`config.mk`:
```
export PLATFORM = sky130hd
export DESIGN_NAME = vcdg_fifo
export DESIGN_NICKNAME = d
export VERILOG_FILES = /design/src/hw/rtl/vcdg_fifo.sv
export SDC_FILE = /design/constraint.sdc
export NUM_CORES = 1
export LEC_CHECK = 0
export BUFFER_PORTS_ARGS = -buffer_cell sky130_fd_sc_hd__buf_4
export CORE_MARGIN = 2
export CORE_UTILIZATION = 48
export DETAILED_ROUTE_END_ITERATION = 10
export PLACE_DENSITY = 0.79
export SLEW_MARGIN = 10
export SYNTH_ARGS = -nofsm -noshare
export SYNTH_HDL_FRONTEND = slang
export SYNTH_SLANG_ARGS = --single-unit
```
`constraint.sdc`:
```
create_clock -name clock -period 1.9 [get_ports clock]
set_clock_uncertainty 0.2 [all_clocks]
set_input_delay 0.285 -clock clock [delete_from_list [all_inputs] [get_ports clock]]
set_output_delay 0.285 -clock clock [all_outputs]
set_load 0.01 [all_outputs]
```
`src/hw/rtl/vcdg_fifo.sv`:
```
// Small register queue used between the block's parts and on the result side.
`default_nettype none

module vcdg_fifo #(
   parameter int WIDTH = 8,
   parameter int DEPTH = 2
) (
   input  logic             clock,
   input  logic             reset,
   input  logic             push,
   input  logic [WIDTH-1:0] wdata,
   output logic             full,
   input  logic             pop,
   output logic [WIDTH-1:0] rdata,
   output logic             empty
);

   localparam int PTR_W = (DEPTH > 1) ? $clog2(DEPTH) : 1;
   localparam int CNT_W = $clog2(DEPTH + 1);

   logic [WIDTH-1:0] store_ff [DEPTH];
   logic [PTR_W-1:0] wr_ptr_ff, wr_ptr_in;
   logic [PTR_W-1:0] rd_ptr_ff, rd_ptr_in;
   logic [CNT_W-1:0] count_ff, count_in;
   logic             do_push, do_pop;

   assign full    = (count_ff == CNT_W'(DEPTH));
   assign empty   = (count_ff == '0);
   assign do_push = push && !full;
   assign do_pop  = pop && !empty;
   assign rdata   = store_ff[rd_ptr_ff];

   always_comb begin
      wr_ptr_in = wr_ptr_ff;
      rd_ptr_in = rd_ptr_ff;
      count_in  = count_ff;
      if (do_push) begin
         wr_ptr_in = (wr_ptr_ff == PTR_W'(DEPTH - 1)) ? '0 : wr_ptr_ff + PTR_W'(1);
      end
      if (do_pop) begin
         rd_ptr_in = (rd_ptr_ff == PTR_W'(DEPTH - 1)) ? '0 : rd_ptr_ff + PTR_W'(1);
      end
      if (do_push && !do_pop) begin
         count_in = count_ff + CNT_W'(1);
      end else if (do_pop && !do_push) begin
         count_in = count_ff - CNT_W'(1);
      end
   end

   always_ff @(posedge clock) begin
      if (reset) begin
         wr_ptr_ff <= '0;
         rd_ptr_ff <= '0;
         count_ff  <= '0;
      end else begin
         wr_ptr_ff <= wr_ptr_in;
         rd_ptr_ff <= rd_ptr_in;
         count_ff  <= count_in;
      end
   end

   always_ff @(posedge clock) begin
      if (do_push) begin
         store_ff[wr_ptr_ff] <= wdata;
      end
   end

endmodule

`default_nettype wire

```
# After elaboration in Yosys (flattened, before gate mapping)
# Memory sizes are Yosys's and may differ from the RTL's. A register that Yosys moved wholly into a read port is not among the register bits.
# Cells that the tools add are included.
[classes]
add_sub_neg = 4
n_eq_ne = 1
muxes = 8
n_reduce_logical = 10
[ops]
columns = ["operator", "count"]
rows = [
  ["$mux W1", 6],
  ["$logic_and A1 B1 Y1", 4],
  ["$logic_not A1 Y1", 4],
  ["$mux W2", 2],
  ["$add A1 B1 Y1 const B", 2],
  ["$add A2 B1 Y2 const B", 1],
  ["$eq A2 B2 Y1 const B", 1],
  ["$logic_not A2 Y1", 1],
  ["$reduce_bool A2 Y1", 1],
  ["$sub A2 B1 Y2 const B", 1],
]
[word_totals]
reg_bits = 4
ramBits = 16
input_bits = 12
output_inout_bits = 10
word_cells = 27
n_memories = 1
[mem_list]
columns = ["memory", "words", "width", "read_ports", "rd_ports_with_merged_regs", "write_ports", "line", "text"]
rows = [
  ["store_ff", 2, 8, 1, 1, 1, "21", "logic [WIDTH-1:0] store_ff [DEPTH];"],
]

# Depth between registers and ports, before layout
[depth]
depth_word = 7
mapped_depth = 6
ltp_nobuf = 6

# Worst setup path after synthesis
# No wires, ideal clock.
[synth_path]
path_type = "reg-to-reg"
start = "register count_ff[1]"
end = "register count_ff[1]"
setup_ns = 0.070
t_arrival_ns = 1.422
required_time_ns = 1.630
setup_slack_ns = 0.208
path_stages_with_launch = 6
path_buffers = 0
synth_period_minus_slack_ns = 1.692
cell_sequence = "dfxtp_1 -> nor2b_2 -> nor2_1 -> ha_1 -> or3_1 -> a21oi_1"
[synth_via]
elab_chain_cells = 6
word_cells_on_any_way = 15
cone_classes = "add/sub: 2; eq/ne: 1; mux: 2; reduce/logical: 10"
[synth_lines]
columns = ["item", "line", "text"]
rows = [
  ["start: declaration", "24", "logic [CNT_W-1:0] count_ff, count_in;"],
  ["start signal: assignment", "58", "count_ff <= count_in;"],
  ["$eq A2 B2 Y1 (*)", "27", "assign full = (count_ff == CNT_W'(DEPTH));"],
  ["net full", "12", "output logic full,"],
  ["$logic_not A1 Y1 (*)", "29", "assign do_push = push && !full;"],
  ["$logic_and A1 B1 Y1 (*)", "29", ""],
  ["$logic_not A1 Y1", "45", "end else if (do_pop && !do_push) begin"],
  ["$logic_and A1 B1 Y1", "45", ""],
  ["$reduce_bool A2 Y1 (no line)", "--", ""],
]
# The timed path passes the listed nets; every way through them passes the cells marked *. The select of a mux whose other input is x is not followed.
# A chain may end at the register's enable or synchronous reset.

# Final worst setup path
[layout_path]
start = "register count_ff[1]"
end = "register count_ff[1]"
[layout_via]
elab_chain_cells = 6
word_cells_on_any_way = 15
cone_classes = "add/sub: 2; eq/ne: 1; mux: 2; reduce/logical: 10"
[layout_lines]
columns = ["item", "line"]
rows = [
  ["$eq A2 B2 Y1 or $logic_not A2 Y1 (tied branches)", "27, 28"],
  ["$logic_not A1 Y1 (on tied branches)", "29, 30"],
  ["$logic_and A1 B1 Y1 (on tied branches)", "29, 30"],
  ["$logic_not A1 Y1 (on tied branches)", "45, 43"],
  ["$logic_and A1 B1 Y1 (on tied branches)", "45, 43"],
  ["$reduce_bool A2 Y1 (no line) or $mux W2 (tied branches)", "--"],
]
# Several ways; a longest one is shown, not always the timed one. The select of a mux whose other input is x is not followed.

==> results.toml <==
[outcome]
run_status = "completed"

[clock_tree]
cts_tree = "done"
post-cts-setup-buffers = 0
insertion_delay_ns = 0.29
numCtsBuffers = 3
cts.reportedPaths.clkPinSlew_ns = 0.11
clock_sinks = 21
cts-root-buf = "clkbuf_4"
htreeDepth = 1
clockBufferDepth = 2

[worst_setup_path]
cp-end-kind = "flip-flop"
cp-start-kind = "flip-flop"
worstSetupPathType = "flip-flop to flip-flop"
arrival_ns = 1.75
cp_data_required_time_ns = 1.92
worstPathMaxFanout = 5

[drt]
route.final.wire_length_um = 1318
wl_per_cell_um = 13.31
vias = 477
detail-route-antenna-nets = 0
drt_iter0_markers = 1
vias_per_cell = 4.818
drtPass1Iterations = 2
post-route-drc-count = 0

[die]
dieArea_um2 = 1994
boundaryPins = 22
die_w_um = 44.65
core_um2 = 1524
rows = 14
die_h_um = 44.65
start_util = 0.5205

[layout]
fillers = 104
final_common_cell = "buf_4"
area_delta_synth_final_pct = 36.75
drive_above_1_share = 0.4217
final_cell_mix = "buf_4 (21), edfxtp_1 (16), dlygate4sd3_1 (9)"
antennaDiodeCount = 0
nNetsFinal = 97
design_area_um2 = 1085

[power_and_ir_drop]
clock_power_share = 0.158
power.internal_mw = 0.9116
pwr-share-comb = 0.334
vdd_drop_max_mv = 0.7631
switching_power_mw = 0.3689
p_per_area_nw_per_um2 = 1180
p_leak_nw = 0.4342
netSwitchingFraction = 0.2881
p_seq_frac = 0.508

[placement]
gp_congestion = 0.6982
detailedPlacementHpwl_um = 944
pre_cts_ws_ns = 0.1025
io_buffers = 21
placed_cell_area_um2 = 965.9

[yosys]
synth-compound-area-share = 0.03155
synth_area_leader_cell = "edfxtp_1"
yosys.area.top_type_share = 0.6057
seq_area_frac_synth = 0.7319
yosys.area_share.adder = 0.01577
synth.area.top_cells = "edfxtp_1 (61%), dfxtp_1 (13%), mux2_2 (11%)"
avgSynthCellArea_um2 = 15.87
netlist_area_um2 = 793.3
yosysWarnings = 0
synth_cell_types = 13
synth_top_family_by_area = "multiplexers"
muxShareOfSynthArea = 0.1136
synth-simple-area-share = 0.05836
ys_ff_latch = 21
syn_nets = 63
synth_xor_area_frac = 0.03312
syn_inst = 50

[timing]
rsz0062_at_grt = "no"
fin_tns_setup_ns = 0
worst_slack_ns = 0.1673
min_period_ns = 1.733
hold_viol = 0
fmax_mhz = 577.1
maxSlewViolCount = 0
slew_headroom = 0.7580
min_period_over_period = 0.9119
setup-violations-final = 0
worstMarginPinSlew_ns = 0.3630

[global_route]
grt_overflow = 0
antenna_found_initial = 0
grt_usage = 0.1646
grt_max_degree = 12
grt_pass1_vias = 504
grt_pass1_wl_um = 2221

[hold_path]
hold_class = "input pin to flip-flop"

[flow_run]
maxCapViolCount = 0
[stage by stage]
step	power, mW	utilization	hold slack [ns]	cells
2_1_floorplan	0.8957	-	0.1541	50
3_3_place_gp	1.057	0.6338	0.2703	86
3_5_place_dp	1.078	0.6338	0.2766	86
4_1_cts	1.294	0.7102	0.1570	99
5_1_grt	1.371	0.7118	0.1987	99
6_report	1.281	0.7118	0.1652	99
[layout make-up]
class                      count  area, um^2  share of cell area
tap                           16       20.02             0.01845
clock buffer                   4       26.28             0.02422
multi-input combinational     26       200.2              0.1845
inverter                       2       7.507            0.006920
sequential                    21       583.1              0.5375
timing repair buffer          30       247.7              0.2284
[routing by layer]
| layer | up-vias | global-route usage | share of wire |
|---|---|---|---|
| li1 | 247 | - | - |
| met1 | 218 | 0.1868 | 0.40 |
| met2 | 10 | 0.2841 | 0.56 |
| met3 | 2 | 0.03673 | 0.027 |
| met4 | 0 | 0.09091 | 0.013 |
| met5 | - | 0 | 0 |
[synthesized netlist by cell type]
cell type	instances
a21oi_1	2
and2_1	1
buf_2	1
dfxtp_1	5
edfxtp_1	16
ha_1	1
inv_1	2
mux2_2	8
nor2_1	5
nor2b_2	1
o21ai_0	3
or3_1	2
xor2_1	3
[power by group through the flow]
| stage | Combinational, mW | Sequential (mW) | Clock [mW] |
|---|---|---|---|
| after floorplan | 0.271 | 0.625 | 0 |
| after global placement | 0.405 | 0.652 | 0 |
| after detailed placement | 0.419 | 0.659 | 0 |
| after CTS | 0.435 | 0.649 | 0.211 |
| after global routing | 0.475 | 0.663 | 0.234 |
| final | 0.428 | 0.650 | 0.202 |
[final timing paths]
check | startpoint | endpoint | slack, ns | cells past startpoint
hold reg to reg | wr_ptr_ff | wr_ptr_ff | 0.30 | 2
setup reg to reg | count_ff[1] | count_ff[1] | 0.17 | 5
setup / recovery | count_ff[1] | count_ff[1] | 0.17 | 5
hold / removal | push | wr_ptr_ff | 0.17 | 4
[registers in the layout (all words and copies together) (netlist names), named ones only]
name and count:
wr_ptr_ff 1, store_ff 16, count_ff 2, rd_ptr_ff 1
[cells by family (layout without fill, tap and decap cells)]
| logic type | count (synthesis) | after routing |
|---|---|---|
| buffers and inverters | 3 | 36 |
| AOI/OAI and AO/OA | 5 | 5 |
| DFF | 21 | 21 |
| adders and majority gates | 1 | 1 |
| xor gates and xnor gates | 3 | 3 |
| and+or+nand+nor | 9 | 9 |
| muxes | 8 | 8 |
[worst max-delay path: stages, from the launching register on]
cell and delay [ns]:
dfxtp_2 0.37, nor2b_2 0.18, nor2_1 0.07, ha_1 0.31, or3_1 0.37, a21oi_1 0.16
[repair_timing]
action	CTS	global route
endpoints found under the setup margin	0	9
resized for setup	0	3
hold endpoints to repair	21	0
hold buffers	9	0
No activity file was read; power rests on OpenSTA's default activity.
