==> src/hw/rtl/vcdg_pkg.sv <==
// Shared types, constants and helpers for the voxel gradient block.
`default_nettype none

package vcdg_pkg;

   localparam int COORD_W   = 5;
   localparam int CHAN_W    = 16;
   localparam int GRAD_W    = 17;
   localparam int SIZE_W    = 6;
   localparam int PLANE_W   = 2 * SIZE_W;
   localparam int YSX_W     = COORD_W + SIZE_W;
   localparam int ZPL_W     = COORD_W + PLANE_W;
   localparam int BASE_W    = ZPL_W + 1;
   localparam int CSR_IDX_W = 2;

   // Configuration register indexes
   localparam logic [CSR_IDX_W-1:0] CSR_SIZE_X = 2'd0;
   localparam logic [CSR_IDX_W-1:0] CSR_SIZE_Y = 2'd1;
   localparam logic [CSR_IDX_W-1:0] CSR_SIZE_Z = 2'd2;

   // Neighbor slots in the in-volume flag vector
   localparam int NB_XM = 0;
   localparam int NB_XP = 1;
   localparam int NB_YM = 2;
   localparam int NB_YP = 3;
   localparam int NB_ZM = 4;
   localparam int NB_ZP = 5;
   localparam int NB_N  = 6;

   typedef struct packed {
      logic [SIZE_W-1:0]  size_x;
      logic [SIZE_W-1:0]  size_y;
      logic [SIZE_W-1:0]  size_z;
      logic [PLANE_W-1:0] plane;
   } geom_type;

   typedef struct packed {
      logic signed [CHAN_W-1:0] red;
      logic signed [CHAN_W-1:0] green;
      logic signed [CHAN_W-1:0] blue;
   } voxel_type;

   typedef struct packed {
      logic              is_query;
      logic              wr_ok;
      logic [NB_N-1:0]   nb_ok;
      logic [BASE_W-1:0] base;
      voxel_type         color;
   } cmd_type;

   typedef struct packed {
      logic signed [GRAD_W-1:0] grad_x;
      logic signed [GRAD_W-1:0] grad_y;
      logic signed [GRAD_W-1:0] grad_z;
   } rsp_type;

   // Difference of two channel values; a neighbor outside the volume counts as zero.
   function automatic logic signed [GRAD_W-1:0] chan_diff(
      input logic signed [CHAN_W-1:0] a,
      input logic                     a_ok,
      input logic signed [CHAN_W-1:0] b,
      input logic                     b_ok
   );
      logic signed [GRAD_W-1:0] av;
      logic signed [GRAD_W-1:0] bv;
      av = a_ok ? GRAD_W'(a) : '0;
      bv = b_ok ? GRAD_W'(b) : '0;
      return av - bv;
   endfunction

endpackage

`default_nettype wire

==> src/hw/rtl/vcdg_csr.sv <==
// Volume size registers with clamping and the registered plane size.
`default_nettype none

module vcdg_csr
   import vcdg_pkg::*;
#(
   parameter int MAX_SIDE = 32
) (
   input  logic                 clock,
   input  logic                 reset,
   input  logic                 csr_we,
   input  logic [CSR_IDX_W-1:0] csr_index,
   input  logic [SIZE_W-1:0]    csr_wdata,
   output geom_type             geom
);

   localparam logic [8:0]         SIDE_LIM  = 9'(MAX_SIDE);
   localparam logic [SIZE_W-1:0]  SIZE_RST  = (MAX_SIDE < 32) ? SIZE_W'(MAX_SIDE) : SIZE_W'(32);
   localparam logic [PLANE_W-1:0] PLANE_RST = PLANE_W'(SIZE_RST) * PLANE_W'(SIZE_RST);

   logic [SIZE_W-1:0]  size_x_ff, size_x_in;
   logic [SIZE_W-1:0]  size_y_ff, size_y_in;
   logic [SIZE_W-1:0]  size_z_ff, size_z_in;
   logic [PLANE_W-1:0] plane_ff, plane_in;
   logic [SIZE_W-1:0]  eff_size;

   // Zero acts as one, anything past the largest side acts as the largest side.
   always_comb begin
      priority if (csr_wdata == '0) begin
         eff_size = SIZE_W'(1);
      end else if ({3'b000, csr_wdata} > SIDE_LIM) begin
         eff_size = SIZE_W'(MAX_SIDE);
      end else begin
         eff_size = csr_wdata;
      end
   end

   always_comb begin
      size_x_in = size_x_ff;
      size_y_in = size_y_ff;
      size_z_in = size_z_ff;
      if (csr_we) begin
         unique case (csr_index)
            CSR_SIZE_X: size_x_in = eff_size;
            CSR_SIZE_Y: size_y_in = eff_size;
            CSR_SIZE_Z: size_z_in = eff_size;
            default:    ;
         endcase
      end
      plane_in = PLANE_W'(size_x_ff) * PLANE_W'(size_y_ff);
   end

   always_ff @(posedge clock) begin
      if (reset) begin
         size_x_ff <= SIZE_RST;
         size_y_ff <= SIZE_RST;
         size_z_ff <= SIZE_RST;
         plane_ff  <= PLANE_RST;
      end else begin
         size_x_ff <= size_x_in;
         size_y_ff <= size_y_in;
         size_z_ff <= size_z_in;
         plane_ff  <= plane_in;
      end
   end

   assign geom = '{size_x: size_x_ff, size_y: size_y_ff, size_z: size_z_ff, plane: plane_ff};

endmodule

`default_nettype wire

==> config.mk <==
export PLATFORM = sky130hd
export DESIGN_NAME = vcdg_csr
export DESIGN_NICKNAME = d
export VERILOG_FILES = /design/src/hw/rtl/vcdg_pkg.sv /design/src/hw/rtl/vcdg_csr.sv
export SDC_FILE = /design/constraint.sdc
export NUM_CORES = 1
export LEC_CHECK = 0
export ABC_AREA = 1
export BUFFER_PORTS_ARGS = -buffer_cell sky130_fd_sc_hd__buf_2
export CORE_MARGIN = 10
export CORE_UTILIZATION = 50
export DETAILED_ROUTE_END_ITERATION = 16
export PLACE_DENSITY_LB_ADDON = 0.2
export SLEW_MARGIN = 20
export SYNTH_ARGS = -nofsm -noshare
export SYNTH_HDL_FRONTEND = slang
export SYNTH_SLANG_ARGS = --single-unit
==> constraint.sdc <==
create_clock -name clock -period 3 [get_ports clock]
set_input_delay 0.15 -clock clock [delete_from_list [all_inputs] [get_ports clock]]
set_output_delay 0.15 -clock clock [all_outputs]
set_load 0.05 [all_outputs]
==> Word level (Yosys, flattened, before mapping) <==
Index checks and enable logic that the tools add are counted.
{ "classes": {"mul": 1, "n_lt_le_gt_ge": 1, "n_eq_ne": 2, "muxes": 2, "reduce_logical": 5} }
{ "op_table": {"columns": ["op", "count"], "rows": [
  ["$mul A6 B6 Y12", 1],
  ["$mux W6", 2],
  ["$gt A6 B6 Y1 const B", 1],
  ["$logic_not A6 Y1", 1],
  ["$reduce_and A2 Y1", 3],
  ["$eq A2 B1 Y1 const B", 1],
  ["$eq A2 B2 Y1 const B", 1],
  ["$logic_not A2 Y1", 1]
]} }
{ "word_totals": {"register_bits": 30, "input_bits": 11, "output_inout_bits": 30, "elab_cells": 15} }

==> Longest topological paths before layout <==
{ "logic_depth": {"word_depth": 3, "mapped_depth": 16, "ltp_nobuf": 16} }

==> Worst setup path before layout <==
OpenSTA, ideal clock, no wires.
{ "synth_path": {"kind": "reg2reg", "from": "register size_x_ff[1]", "to": "register plane_ff[11]", "t_arrival_ps": 3336, "required_time_ps": 2885, "setup_slack_ps": -451, "stages_incl_launch_ff": 12, "n_path_buf": 0, "synth_period_minus_slack_ps": 3451, "path_cell_list": "dfxtp_1 nand2_1 fa_1 fa_1 fa_1 inv_1 ha_1 or2_2 nand3_1 nand3_1 nand2_1 nor2_1"} }
{ "synth_via": {"elab_chain_len": 1} }
{ "synth_lines": {"columns": ["element", "line_no", "source"], "rows": [
  ["start, declared", "vcdg_csr.sv:21", "logic [SIZE_W-1:0] size_x_ff, size_x_in;"],
  ["start signal, assigned", "vcdg_csr.sv:60", "size_x_ff <= size_x_in;"],
  ["$mul A6 B6 Y12", "vcdg_csr.sv:50", "plane_in = PLANE_W'(size_x_ff) * PLANE_W'(size_y_ff);"],
  ["end signal, assigned", "vcdg_csr.sv:63", "plane_ff <= plane_in;"],
  ["end, declared", "vcdg_csr.sv:24", "logic [PLANE_W-1:0] plane_ff, plane_in;"]
]} }
No other way between the ends.
A chain may end at the register's enable or synchronous reset.

==> Worst setup path after layout <==
{ "layout_path": {"from": "register size_x_ff[2]", "to": "register plane_ff[10]"} }
The elaborated chain is that of the path after synthesis.

==> flow_summary.yaml <==
grt:
  gr-total-overflow: 0
  gr-usage-all-layers_pct: 14.07
  grt_pass1_vias: 1908
  grt_pass1_wl_um: 8535
  antenna_found_initial: 0
  grt_max_degree: 23
clock_network:
  cts_root_buf: "clkbuf_8"
  cts_buffer_depth: 2
  clock-sinks: 30
  cts_tree: "done"
  worstSkewPairLatency_ns: 0.28
  clkTransAtPathRegs_ns: 0.07
  ctsHoldBuffers: 0
  numCtsBuffers: 5
  cts_max_level: 2
hold_path:
  min_from: "reset"
  holdCritPathClass: "in2reg"
detailed_routing:
  drcViolationCount: 0
  via_per_inst: 4.917
  drt_pass1_iterations: 4
  drt_iter0_drc: 100
  post_drt_wl_per_cell_um: 13.04
  vias: 1957
  wl_um: 5189
  ant_nets: 0
die:
  die_h_um: 85.23
  start_util_pct: 52.42
  pin_count: 41
  coreArea_um2: 4058
  die_x_um: 85.23
  die_area_um2: 7263
  rows: 23
timing:
  max-slew-margin-rel_pct: 53.47
  grt_setup_unrepaired: "true"
  setup_viol: 0
  fin_crit_sh_pct: 97.78
  fmax_ghz: 0.3409
  finClkSkew_ns: 0.01089
  tightest_slew_ns: 0.6972
  finalHoldViolCount: 0
  period_minus_slack_ns: 2.933
  slew_viol_final: 0
finish:
  finalNetCount: 395
  final_core_util_pct: 68.05
  syn_to_final_growth_pct: 29.82
  antenna_cells: 0
  layout_commonest_cell: "inv_1"
  multi_input_area_um2: 1391
  fill_cells: 357
  drive_above_1_share_pct: 33.91
  register_area_um2: 643.1
  final_cell_mix: "inv_1, nand2_1, buf_2"
synth:
  synth_area_leaders: "dfxtp_1, fa_1, nand2_1"
  synth_cell_types: 18
  synth_area_leader_cell: "dfxtp_1"
  yosys.area_share.xor_xnor_pct: 0
  synth_top_family_by_area: "adder cells"
  syn-cell-area_um2: 2127
  synth_top_area_share_pct: 28.24
  synth_compound_area_share_pct: 8.294
  synth_nets: 335
  synthAdderAreaFrac_pct: 27.76
  syn_inst: 287
  ys_warn_count: 0
  avgSynthCellArea_um2: 7.411
  muxShareOfSynthArea_pct: 0
  ys_ff_latch: 30
  synthSimpleGateAreaFrac_pct: 23.00
  seq_area_frac_synth_pct: 28.24
worst_setup_path:
  start_kind: "flop"
  critPathRequiredTime_ns: 3.13
  r2r_setup_slack_ns: 0.07
  end_kind: "flop"
  critPathKind: "reg2reg"
  worstReg2RegStart: "size_x_ff[2]$_SDFFE_PP0P_"
  slowest_stage: "fa_1"
  cp-startpoint: "size_x_ff[2]$_SDFFE_PP0P_"
  crit_chain: "nand2_2 -> fa_1 -> inv_1 -> fa_1 -> fa_1 -> ha_4 -> nand2_2 -> nand2_2 -> a21oi_2 -> nand2_1 -> nand2_1 -> nand3_1"
  slowest_delay_ns: 0.57
  critPathMaxFanout: 7
  crit_arrival_ns: 3.07
pwr:
  power_leakage_nw: 1.557
  power_density_nw_per_um2: 366.0
  vdd_ir_drop_max_uv: 333.1
  fin_total_pwr_w: 0.001011
flow_run:
  drv_cap: 0
outcome:
  status: "finished clean"
placement:
  dp_hpwl_um: 3780
  io_buffers: 40
  routabilityCongestion: 0.8192
state kept, by name, summed over array words and instances, names as in the netlist:
signal / cells
size_x_ff: 6
size_y_ff: 6
size_z_ff: 6
plane_ff: 12
final cells by class:
type / instances / area share, %
multi-input combinational: 186 / 50.38
sequential: 30 / 23.29
timing repair buffer: 56 / 11.74
inverter: 68 / 9.243
clock buffer: 5 / 2.492
tap: 50 / 2.266
clock inverter: 3 / 0.5890
through the flow:
step | setup WS, ns | instances | hold slack [ns] | instance area, µm² | setup TNS [ns]
floorplan | 0.003261 | 287 | 0.3242 | 2187 | 0
global placement | 0.005230 | 382 | 0.4321 | 2495 | 0
detailed placement | -0.04344 | 382 | 0.4352 | 2495 | -0.07260
CTS | 0.002971 | 392 | 0.1400 | 2626 | 0
global route | -0.08372 | 398 | 0.1590 | 2761 | -0.2040
finish | 0.06662 | 398 | 0.1397 | 2761 | 0
cells by family (layout without fill, tap and decap cells):
logic type                 count (synthesis)  after routing
AOI/OAI and AO/OA                         32             32
adders and majority gates                 37             37
buffers and inverters                     71            132
DFF                                       30             30
and+or+nand+nor                          117            117
Yosys cell counts:
library cell and count:
fa_1 17, nor3_4 2, nand3_1 11, nand2_1 70, o21ai_2 1, buf_2 3, inv_1 64, ha_1 20
o211ai_1 2, or2_2 1, nor3_1 2, a21oi_1 15, o21ai_0 13, o211ai_2 1, nand3_2 1, dfxtp_1 30
nor2_1 30, inv_2 4
what timing repair did:
| action | 4_1_cts | 5_1_grt |
|---|---|---|
| gates resized for setup | 4 | 29 |
| pin swaps | 3 | 27 |
| setup buffers | 2 | 6 |
| cloned | 0 | 0 |
| endpoints found under the setup margin | 6 | 6 |
| hold endpoints to repair | 0 | 0 |
critical path, delay by kind of cell (launching register included):
kind	cells	cell delay [ns]
flip-flops	1	0.40
AND/OR/NAND/NOR	6	0.37
adder cells (fa/ha/maj)	4	1.79
AO/OA/AOI/OAI	1	0.15
buffers and inverters	1	0.05
path summary, 6_finish.rpt:
path,to,cells past startpoint
worst min register to register,size_z_ff[5]$_SDFFE_PP1P_,2
worst max register to register,plane_ff[10]$_SDFF_PP1_,12
worst min-delay path,plane_ff[4]$_SDFF_PP0_,2
worst max-delay path,plane_ff[10]$_SDFF_PP1_,12
report_power, final:
group / switching, W / total (W) / internal [W] / leakage (nW)
Clock: 0.000163 / 0.000322 / 0.000159 / 0.0416
Sequential: 0.0000165 / 0.000430 / 0.000413 / 0.252
Combinational: 0.000173 / 0.000259 / 0.0000861 / 1.26
per-layer routing:
layer	routed length (µm)	track usage [%]	part of all wire [%]
met5	0	0	0
met4	88	4.341	1.7
met3	278	4.685	5.4
met2	2508	22.48	48
met1	2315	17.43	45
Power figures use the tool's default switching activity.
