File: src/hw/rtl/vcdg_pkg.sv
// Shared types, constants and helpers for the voxel gradient block.
`default_nettype none

package vcdg_pkg;

   localparam int COORD_W   = 5;
   localparam int CHAN_W    = 16;
   localparam int GRAD_W    = 17;
   localparam int SIZE_W    = 6;
   localparam int PLANE_W   = 2 * SIZE_W;
   localparam int YSX_W     = COORD_W + SIZE_W;
   localparam int ZPL_W     = COORD_W + PLANE_W;
   localparam int BASE_W    = ZPL_W + 1;
   localparam int CSR_IDX_W = 2;

   // Configuration register indexes
   localparam logic [CSR_IDX_W-1:0] CSR_SIZE_X = 2'd0;
   localparam logic [CSR_IDX_W-1:0] CSR_SIZE_Y = 2'd1;
   localparam logic [CSR_IDX_W-1:0] CSR_SIZE_Z = 2'd2;

   // Neighbor slots in the in-volume flag vector
   localparam int NB_XM = 0;
   localparam int NB_XP = 1;
   localparam int NB_YM = 2;
   localparam int NB_YP = 3;
   localparam int NB_ZM = 4;
   localparam int NB_ZP = 5;
   localparam int NB_N  = 6;

   typedef struct packed {
      logic [SIZE_W-1:0]  size_x;
      logic [SIZE_W-1:0]  size_y;
      logic [SIZE_W-1:0]  size_z;
      logic [PLANE_W-1:0] plane;
   } geom_type;

   typedef struct packed {
      logic signed [CHAN_W-1:0] red;
      logic signed [CHAN_W-1:0] green;
      logic signed [CHAN_W-1:0] blue;
   } voxel_type;

   typedef struct packed {
      logic              is_query;
      logic              wr_ok;
      logic [NB_N-1:0]   nb_ok;
      logic [BASE_W-1:0] base;
      voxel_type         color;
   } cmd_type;

   typedef struct packed {
      logic signed [GRAD_W-1:0] grad_x;
      logic signed [GRAD_W-1:0] grad_y;
      logic signed [GRAD_W-1:0] grad_z;
   } rsp_type;

   // Difference of two channel values; a neighbor outside the volume counts as zero.
   function automatic logic signed [GRAD_W-1:0] chan_diff(
      input logic signed [CHAN_W-1:0] a,
      input logic                     a_ok,
      input logic signed [CHAN_W-1:0] b,
      input logic                     b_ok
   );
      logic signed [GRAD_W-1:0] av;
      logic signed [GRAD_W-1:0] bv;
      av = a_ok ? GRAD_W'(a) : '0;
      bv = b_ok ? GRAD_W'(b) : '0;
      return av - bv;
   endfunction

endpackage

`default_nettype wire

File: src/hw/rtl/vcdg_front.sv
// Front part: accepts items, classifies neighbors and forms the linear voxel address.
`default_nettype none

module vcdg_front
   import vcdg_pkg::*;
(
   input  logic                     clock,
   input  logic                     reset,
   input  logic                     req_push,
   output logic                     req_full,
   input  logic                     req_mode,
   input  logic [COORD_W-1:0]       req_coord_x,
   input  logic [COORD_W-1:0]       req_coord_y,
   input  logic [COORD_W-1:0]       req_coord_z,
   input  logic signed [CHAN_W-1:0] req_red_in,
   input  logic signed [CHAN_W-1:0] req_green_in,
   input  logic signed [CHAN_W-1:0] req_blue_in,
   input  geom_type                 geom,
   output logic                     cmd_push,
   output cmd_type                  cmd_data,
   input  logic                     cmd_full
);

   // Stage A: accepted item
   logic                  a_valid_ff, a_valid_in;
   logic                  a_mode_ff;
   logic [COORD_W-1:0]    a_x_ff, a_y_ff, a_z_ff;
   voxel_type             a_color_ff;

   // Stage B: flags and partial products
   logic                  b_valid_ff, b_valid_in;
   logic                  b_query_ff;
   logic                  b_wr_ok_ff;
   logic [NB_N-1:0]       b_nb_ok_ff;
   logic [COORD_W-1:0]    b_x_ff;
   logic [YSX_W-1:0]      b_ysx_ff;
   logic [ZPL_W-1:0]      b_zpl_ff;
   voxel_type             b_color_ff;

   logic                  accept, a_move, b_free;
   logic [SIZE_W-1:0]     ax, ay, az;
   logic                  x_in, y_in, z_in;
   logic [NB_N-1:0]       nb_ok;

   assign b_free   = !b_valid_ff || !cmd_full;
   assign a_move   = a_valid_ff && b_free;
   assign req_full = a_valid_ff && !b_free;
   assign accept   = req_push && !req_full;
   assign cmd_push = b_valid_ff && !cmd_full;

   always_comb begin
      a_valid_in = accept || (a_valid_ff && !a_move);
      b_valid_in = a_move || (b_valid_ff && !cmd_push);
   end

   // Classify each neighbor as inside or outside the configured volume.
   always_comb begin
      ax   = {1'b0, a_x_ff};
      ay   = {1'b0, a_y_ff};
      az   = {1'b0, a_z_ff};
      x_in = ax < geom.size_x;
      y_in = ay < geom.size_y;
      z_in = az < geom.size_z;
      nb_ok[NB_XM] = (a_x_ff != '0) && (ax <= geom.size_x) && y_in && z_in;
      nb_ok[NB_XP] = ((ax + SIZE_W'(1)) < geom.size_x) && y_in && z_in;
      nb_ok[NB_YM] = (a_y_ff != '0) && (ay <= geom.size_y) && x_in && z_in;
      nb_ok[NB_YP] = ((ay + SIZE_W'(1)) < geom.size_y) && x_in && z_in;
      nb_ok[NB_ZM] = (a_z_ff != '0) && (az <= geom.size_z) && x_in && y_in;
      nb_ok[NB_ZP] = ((az + SIZE_W'(1)) < geom.size_z) && x_in && y_in;
   end

   always_ff @(posedge clock) begin
      if (reset) begin
         a_valid_ff <= 1'b0;
         b_valid_ff <= 1'b0;
      end else begin
         a_valid_ff <= a_valid_in;
         b_valid_ff <= b_valid_in;
      end
   end

   always_ff @(posedge clock) begin
      if (accept) begin
         a_mode_ff  <= req_mode;
         a_x_ff     <= req_coord_x;
         a_y_ff     <= req_coord_y;
         a_z_ff     <= req_coord_z;
         a_color_ff <= '{red: req_red_in, green: req_green_in, blue: req_blue_in};
      end
      if (a_move) begin
         b_query_ff <= a_mode_ff;
         b_wr_ok_ff <= x_in && y_in && z_in;
         b_nb_ok_ff <= nb_ok;
         b_x_ff     <= a_x_ff;
         b_ysx_ff   <= YSX_W'(a_y_ff) * YSX_W'(geom.size_x);
         b_zpl_ff   <= ZPL_W'(a_z_ff) * ZPL_W'(geom.plane);
         b_color_ff <= a_color_ff;
      end
   end

   always_comb begin
      cmd_data.is_query = b_query_ff;
      cmd_data.wr_ok    = b_wr_ok_ff;
      cmd_data.nb_ok    = b_nb_ok_ff;
      cmd_data.base     = BASE_W'(b_x_ff) + BASE_W'(b_ysx_ff) + BASE_W'(b_zpl_ff);
      cmd_data.color    = b_color_ff;
   end

endmodule

`default_nettype wire

File: config.mk
export PLATFORM = sky130hd
export DESIGN_NAME = vcdg_front
export DESIGN_NICKNAME = d
export VERILOG_FILES = /design/src/hw/rtl/vcdg_pkg.sv /design/src/hw/rtl/vcdg_front.sv
export SDC_FILE = /design/constraint.sdc
export NUM_CORES = 1
export LEC_CHECK = 0
export BUFFER_PORTS_ARGS = -buffer_cell sky130_fd_sc_hd__buf_4
export CAP_MARGIN = 40
export CORE_UTILIZATION = 45
export DETAILED_ROUTE_END_ITERATION = 8
export PLACE_DENSITY = 0.73
export SYNTH_ARGS = -nofsm -noshare
export SYNTH_HDL_FRONTEND = slang
export SYNTH_SLANG_ARGS = --single-unit
File: constraint.sdc
create_clock -name clock -period 13.2 [get_ports clock]
set_input_delay 1.32 -clock clock [delete_from_list [all_inputs] [get_ports clock]]
set_output_delay 1.32 -clock clock [all_outputs]
set_load 0.03 [all_outputs]
Word-level counts from Yosys, hierarchy flattened
Cells that the tools add are included.
W data, S select, Z words.

storage, ports and cells
  output and inout bits = 76
  bits of input ports = 98
  word-level logic and storage cells = 69
  register bits = 155

cells by class
  multipliers = 2
  order comparisons = 9
  reductions and logical operators = 35
  $add $sub $neg = 5

operators by type and width
  cell                   number
  $logic_and A1 B1 Y1    23
  $add A12 B17 Y18       1
  $add A5 B1 Y6 const B  3
  $le A5 B6 Y1           3
  $lt A5 B6 Y1           3
  $lt A6 B6 Y1           3
  $mul A5 B12 Y17        1
  $reduce_bool A5 Y1     3
  $add A5 B11 Y12        1
  $mul A5 B6 Y11         1
  $logic_not A1 Y1       6
  $logic_or A1 B1 Y1     3

Depth between registers and ports, before layout
Gate-level depths: netlist of run 1.

  depth after elaboration = 7
  gate-level depth with buffers = 14
  gate-level depth less buffers = 13

Least setup slack after synthesis of run 1
Ideal clock, no wire load.

  kind = input port to flip-flop
  from = input cmd_full
  to = register b_nb_ok_ff[0], enable pin
  data required time = 12.527 ns
  setup slack = 4.780 ns
  path buffers = 0
  library setup time = 0.673 ns
  arrival = 7.747 ns
  cell stages on the path = 1
  cell sequence = a21boi_0

on the way
  cells in the longest elaborated chain, start to end = 3

ends and longest elaborated chain
  what                  line              RTL
  start, declared       vcdg_front.sv:21  input logic cmd_full
  $logic_not A1 Y1      vcdg_front.sv:45  assign b_free = !b_valid_ff || !cmd_full;
  $logic_or A1 B1 Y1    vcdg_front.sv:45
  $logic_and A1 B1 Y1   vcdg_front.sv:46  assign a_move = a_valid_ff && b_free;
  end signal, assigned  vcdg_front.sv:93  b_nb_ok_ff <= nb_ok;
  end, declared         vcdg_front.sv:34  logic [NB_N-1:0] b_nb_ok_ff;

Every way passes these cells.
A chain may end at the register's enable or synchronous reset.

==> flow_summary.json, run 1 <==
{
  "critPathMaxFanout": 6,
  "drc_errors": 0,
  "port-buffer-count": 173,
  "status": "complete, no violations",
  "fmax_mhz": 222,
  "grt_pass1_wl_um": 29600,
  "dr.pass1.iters": 4,
  "drive_gt1_share_pct": 22.8,
  "path_buf_inv": 2,
  "hold_viol_final": 0,
  "fin_ws_ns": 8.70,
  "synth_cells": 752,
  "area_delta_synth_final_pct": 24.2,
  "placed_cells": 1186,
  "htree_levels": 4,
  "die-area_mm2": 0.0213,
  "cts.clk_slew.worst_paths_ns": 0.07,
  "ctsResizeCount": 0,
  "postRouteAntennaNets": 0,
  "final_cell_mix": "buf_4, edfxtp_1, ha_1, inv_1, and2_1",
  "routedWlPerCell_um": 14.9,
  "start_kind": "flip-flop",
  "n_antenna_cell": 0,
  "crit_chain": "fa_1 -> ha_1 -> inv_1 -> fa_1 -> nand2b_1 -> a21oi_1 -> o21a_1 -> o21a_1 -> o2111a_1 -> buf_4",
  "p_per_area_mw_per_mm2": 146,
  "stdcell_area_mm2": 0.0116,
  "crit_family": "adder cells",
  "cts_buffers": 17,
  "synth_cell_types": 48,
  "grt_setup_unrepaired": "no",
  "clockBufferDepth": 2,
  "grt_usage_pct": 17.9,
  "die_w_um": 146,
  "finClkSkew_ns": 0.0100,
  "p_comb_share_pct": 34.2,
  "ys_warn_count": 0,
  "slew-limit-headroom_pct": 57.2,
  "ir_drop_uv": 105,
  "power_frac_seq_pct": 36.5,
  "finalPower_uw": 1690,
  "postSynthAreaPerCell_um2": 12.4,
  "cp.required_ns": 11.88,
  "grt_pass1_vias": 6081,
  "min_period_ns": 4.50,
  "grt_overflow": 0,
  "switching_share_pct": 35.1,
  "std_cell_rows": 52,
  "pre_cts_ws_ns": 8.27,
  "layout.nets": 1181,
  "layoutNonFillerInstCount": 1218,
  "dpl.hpwl_um": 14100,
  "drt-total-wl_um": 18100,
  "synth_edf_count": 153,
  "slowest_delay_ns": 0.56,
  "cp_slowest_cell": "fa_1",
  "crit_type": "flip-flop to output pin",
  "period_share_pct": 34.1,
  "place_congestion": 0.840,
  "final_max_slew_viol_count": 0,
  "p_leak_uw": 0.00514,
  "viasPerCell": 4.92,
  "grt_max_degree": 72,
  "setup_viol": 0,
  "p_clk_share_pct": 29.3,
  "boundaryPins": 174,
  "yosysSeqAreaShare_pct": 49.8,
  "die_height_um": 146,
  "worst_pin_slew_ns": 0.636,
  "floorplan.initialDensity_pct": 46.0,
  "via_count": 5997,
  "worst_ep_arrival_time_ns": 3.18,
  "final_common_cell": "buf_4",
  "postCtsSetupRepairBufs": 0,
  "cts_tree": "yes",
  "p_switching_uw": 593,
  "maxCapViolations": 0,
  "ys.flop_type": "edfxtp_1",
  "critPathCaptureType": "output pin",
  "synthArstFlopShare_pct": 0,
  "place_area_mm2": 0.0109,
  "dr.first_iter.drc_count": 216,
  "clk_latency_ns": 0.42,
  "synth_area_mm2": 0.00931,
  "setup_tns_ns": 0,
  "hold_buffers": 0,
  "p_int_uw": 1100,
  "ys_ff_latch": 155,
  "synth_nets": 998,
  "core_area_mm2": 0.0202,
  "root_buffer": "clkbuf_16",
  "cts.sinks": 155,
  "antenna_found_initial": 0,
  "min-delay-path-class": "flip-flop to flip-flop"
}
## synth_stat cells (all sizes together) (9+ instances only)
library cell  count  area [um^2]
edfxtp          153         4590
ha              100         1250
inv              89          334
and2             57          357
fa               48          961
nand2            46          173
nor2             36          135
a21oi            32          168
o21ai            28          140
xnor2            25          219
nand3            13         65.1
xor2             11         96.3
a21o             10         75.1
nor2b            10         62.6
nor3              9         45.0
## registers in the layout (all words and copies together) (netlist names), 5 cells and up
register and cells:
a_color_ff 48, cmd_data 48, b_zpl_ff 17, b_ysx_ff 11, b_nb_ok_ff 6, a_x_ff 5
a_y_ff 5, a_z_ff 5, b_x_ff 5
## worst reg2reg max path: stages (launching register included)
cell and delay [ns]:
edfxtp_1 0.71, and2_1 0.24, fa_1 0.45, fa_1 0.54
inv_1 0.05, fa_1 0.52, inv_1 0.04, ha_1 0.35
and3_1 0.23, and3_1 0.19, a311oi_2 0.35, and3b_1 0.21
nor3_1 0.04
## per-stage QoR
step                      utilization (%)  hold slack (ns)
after floorplan                         -            0.400
after global placement               54.0            0.400
after detailed placement             54.1            0.405
after CTS                            57.1            0.417
after global routing                 57.1            0.420
final                                57.1            0.420
## worst paths after layout
path	from	cells past startpoint	slack, ns	endpoint
setup / recovery	b_x_ff[1]	10	8.70	cmd_data[65]
hold / removal	a_color_ff[24]	0	0.42	cmd_data[24]
hold reg to reg	a_color_ff[24]	0	0.42	cmd_data[24]
setup reg to reg	a_z_ff[3]	12	9.02	b_zpl_ff[13]
## cell families (layout without fill, tap and decap cells)
logic type | Yosys count | count (layout) | synth area share (%)
xor gates and xnor gates | 36 | 36 | 3.39
adders and majority gates | 148 | 148 | 23.8
DFF | 155 | 155 | 49.8
and+or+nand+nor | 206 | 206 | 11.7
AOI/OAI and AO/OA | 106 | 106 | 7.19
buffers and inverters | 101 | 297 | 4.25
## layout make-up
type | instances | area, um^2
fillers | 1681 | 8670
clock inverters | 15 | 188
clock buffers | 17 | 425
flip-flops and latches | 155 | 4630
repair buffers | 176 | 1340
well taps | 270 | 338
multi-input cells | 496 | 4300
inverters | 89 | 334
## power groups by stage
stage,sequential [uW],clock [uW],combinational [uW]
after floorplan,638,0,404
after detailed placement,628,0,581
after global routing,620,529,647
final,616,496,578
after global placement,627,0,573
after CTS,617,508,584
## per-layer routing
metal | track usage (%) | share of wire (%)
met5 | 0 | 0
met4 | 5.16 | 1.4
met3 | 8.40 | 9.8
met2 | 29.6 | 47
met1 | 20.8 | 42
(Power assumes the default switching activity.)
==> run 2, diff against run 1 <==
ABC_AREA = 1   (was not set)
PLACE_DENSITY = 0.75   (was 0.73)
clock period = 3.95 ns   (was 13.2 ns; I/O delays follow)
==> flow_summary.json, run 2 <==
{
  "crit_start": "a_z_ff[3]",
  "dr.pass1.iters": 5,
  "clockBufferDepth": 2,
  "cts_buffers": 17,
  "p_leak_uw": 0.00638,
  "cp_slowest_cell": "edfxtp_1",
  "maxCapViolations": 0,
  "place_congestion": 0.870,
  "grt_overflow": 0,
  "cp.required_ns": 4.13,
  "final_max_slew_viol_count": 0,
  "dr_wl_met2_um": 10200,
  "cp_common_cell": "nand2_1",
  "drive_gt1_share_pct": 18.3,
  "holdWs_ns": 0.134,
  "fin_ws_ns": 0.234,
  "via_count": 6969,
  "die-area_mm2": 0.0225,
  "final_cell_mix": "nand2_1, inv_1, buf_4, edfxtp_1, ha_1",
  "p_comb_share_pct": 36.3,
  "die_height_um": 150,
  "setup_viol": 0,
  "cts.clk_slew.worst_paths_ns": 0.06,
  "dr.first_iter.drc_count": 499,
  "r2r-end": "b_zpl_ff[15]",
  "n_antenna_cell": 0,
  "r2r-start": "a_z_ff[3]",
  "min-delay-path-class": "input port to flip-flop",
  "antenna_found_initial": 0,
  "p_per_area_mw_per_mm2": 463,
  "grt_usage_pct": 18.7,
  "ctsResizeCount": 0,
  "worst_ep_arrival_time_ns": 3.90,
  "std_cell_rows": 53,
  "dpl.hpwl_um": 15900,
  "yosysSeqAreaShare_pct": 47.1,
  "min_period_ns": 3.72,
  "drt-total-wl_um": 20100,
  "synth_nets": 1264,
  "n_fill_cell": 1846,
  "cts.sinks": 155,
  "drc_errors": 0,
  "drt-met1-wl_um": 8670,
  "die_w_um": 150,
  "postRouteAntennaNets": 0,
  "postCtsSetupRepairBufs": 0,
  "yosys-top-cells-area": "edfxtp_1, ha_1, nand2_1",
  "rrSetupSlack_ns": 0.23,
  "area_delta_synth_final_pct": 22.9,
  "critPathMaxFanout": 12,
  "worst_pin_slew_ns": 0.775,
  "p_int_uw": 3590,
  "power_frac_seq_pct": 36.7,
  "root_buffer": "clkbuf_16",
  "status": "complete, no violations",
  "grt_max_degree": 69,
  "postSynthAreaPerCell_um2": 9.67,
  "grt_pass1_wl_um": 32500,
  "netlist_top_cells_count": "nand2_1, inv_1, edfxtp_1, ha_1, nor2_1",
  "crit_type": "flip-flop to flip-flop",
  "critPathCapture": "b_zpl_ff[15]",
  "stdcell_area_mm2": 0.0121,
  "synth_top_area_cell": "edfxtp_1",
  "slew-limit-headroom_pct": 48.2,
  "fmax_mhz": 269,
  "slowest_delay_ns": 0.61,
  "ir_drop_uv": 315,
  "viasPerCell": 4.65,
  "synth_cell_types": 28,
  "grt_pass1_vias": 6999,
  "ys_ff_latch": 155,
  "routedWlPerCell_um": 13.4,
  "synth_most_common_cell": "nand2_1",
  "finalPower_uw": 5600,
  "r2r_cells": 14,
  "p_switching_uw": 2010,
  "p_clk_share_pct": 27.0,
  "synth_cells": 1018,
  "path_buf_inv": 2,
  "start_kind": "flip-flop",
  "ys_warn_count": 0,
  "finClkSkew_ns": 0.0112,
  "cp.depth": 14,
  "crit_family": "adder cells",
  "layout.nets": 1458,
  "port-buffer-count": 173,
  "floorplan.initialDensity_pct": 46.4,
  "switching_share_pct": 36.0,
  "cts_tree": "yes",
  "htree_levels": 4,
  "hold_buffers": 0,
  "synth_area_mm2": 0.00985,
  "highest_layer": "met4",
  "critPathCaptureType": "flip-flop",
  "ys.flop_type": "edfxtp_1",
  "period_share_pct": 94.1,
  "crit_chain": "buf_4 -> nand2_1 -> fa_1 -> fa_1 -> fa_1 -> inv_1 -> ha_1 -> or2_0 -> nand3_1 -> nand2_1 -> nand2_1 -> nand2_1 -> nand2_1 -> nand2_1",
  "synth_top_area_share_pct": 46.7,
  "final_common_cell": "nand2_1",
  "hold_viol_final": 0,
  "final_util_pct": 57.0,
  "boundaryPins": 174,
  "core_area_mm2": 0.0212,
  "synth_edf_count": 153,
  "pre_cts_ws_ns": 0.207,
  "clk_latency_ns": 0.43,
  "wl_met3_um": 793,
  "place_area_mm2": 0.0115,
  "synthArstFlopShare_pct": 0
}
run 2: cell types whose count changed in the layout (fill, tap and decap cells not counted), moves of 7 or more:
cell / delta
a211oi_1: -8
a21o_1: -9
and2_1: -57
and3_1: -7
buf_4: +11
inv_1: +155
nand2_1: +224
nand3_1: +29
nand4_1: +7
nor2_1: +17
nor2b_1: -9
o21ai_0: -23
xnor2_1: -20
xor2_1: +10
run 2: how the worst min path moves through the flow:
stage                               from            to  slack [ns]  cells past startpoint
after floorplan                a_mode_ff    b_query_ff        0.40                      0
after global placement    a_color_ff[15]  cmd_data[15]        0.40                      0
after detailed placement  a_color_ff[10]  cmd_data[10]        0.40                      0
after CTS                          reset    a_valid_ff        0.11                      2
after global routing               reset    b_valid_ff        0.12                      2
final                              reset    b_valid_ff        0.13                      2
run 2: worst register-to-register path: cells and delay by family, from the launching register on:
kind,cells,cell delay [ns]
adder cells (fa/ha/maj),4,1.87
AND/OR/NAND/NOR,8,0.75
flip-flops,1,0.61
buffers and inverters,2,0.24
run 2: cell type report:
| type | instances | area, um^2 | share of cell area (%) |
|---|---|---|---|
| Multi-Input combinational cell | 605 | 4250 | 35.1 |
| Tap cell | 275 | 344 | 2.84 |
| Sequential cell | 155 | 4630 | 38.3 |
| Timing Repair Buffer | 187 | 1420 | 11.7 |
| Clock inverter | 13 | 108 | 0.889 |
| Inverter | 246 | 923 | 7.63 |
| Clock buffer | 19 | 433 | 3.58 |
run 2: layer usage:
| layer | vias up | GRT usage (%) |
|---|---|---|
| met1 | 3216 | 23.1 |
| met5 | - | 0 |
| met2 | 148 | 32.5 |
| li1 | 3576 | - |
| met3 | 29 | 3.38 |
| met4 | 0 | 7.42 |
run 2: cells by family (layout without fill, tap and decap cells):
logic type               count (synthesis)  after routing  synth area share [%]
AO/OA/AOI/OAI                           44             44                  2.43
XOR/XNOR                                26             26                  2.31
adder cells (fa/ha/maj)                148            148                  22.5
buffers and inverters                  258            465                  9.94
flip-flops                             155            155                  47.1
AND/OR/NAND/NOR                        387            387                  15.8
run 2: per-stage QoR:
stage	std cells	setup TNS [ns]
floorplan	1018	0
global placement	1461	0
detailed placement	1461	0
CTS	1493	0
global route	1500	-0.00724
finish	1500	0
run 2: power by group through the flow:
stage                     registers, uW  clock network, uW  logic [uW]
after floorplan                    2130                  0        1390
after global placement             2090                  0        1990
after detailed placement           2100                  0        2030
after CTS                          2060               1540        2040
after global routing               2070               1600        2320
final                              2060               1510        2030
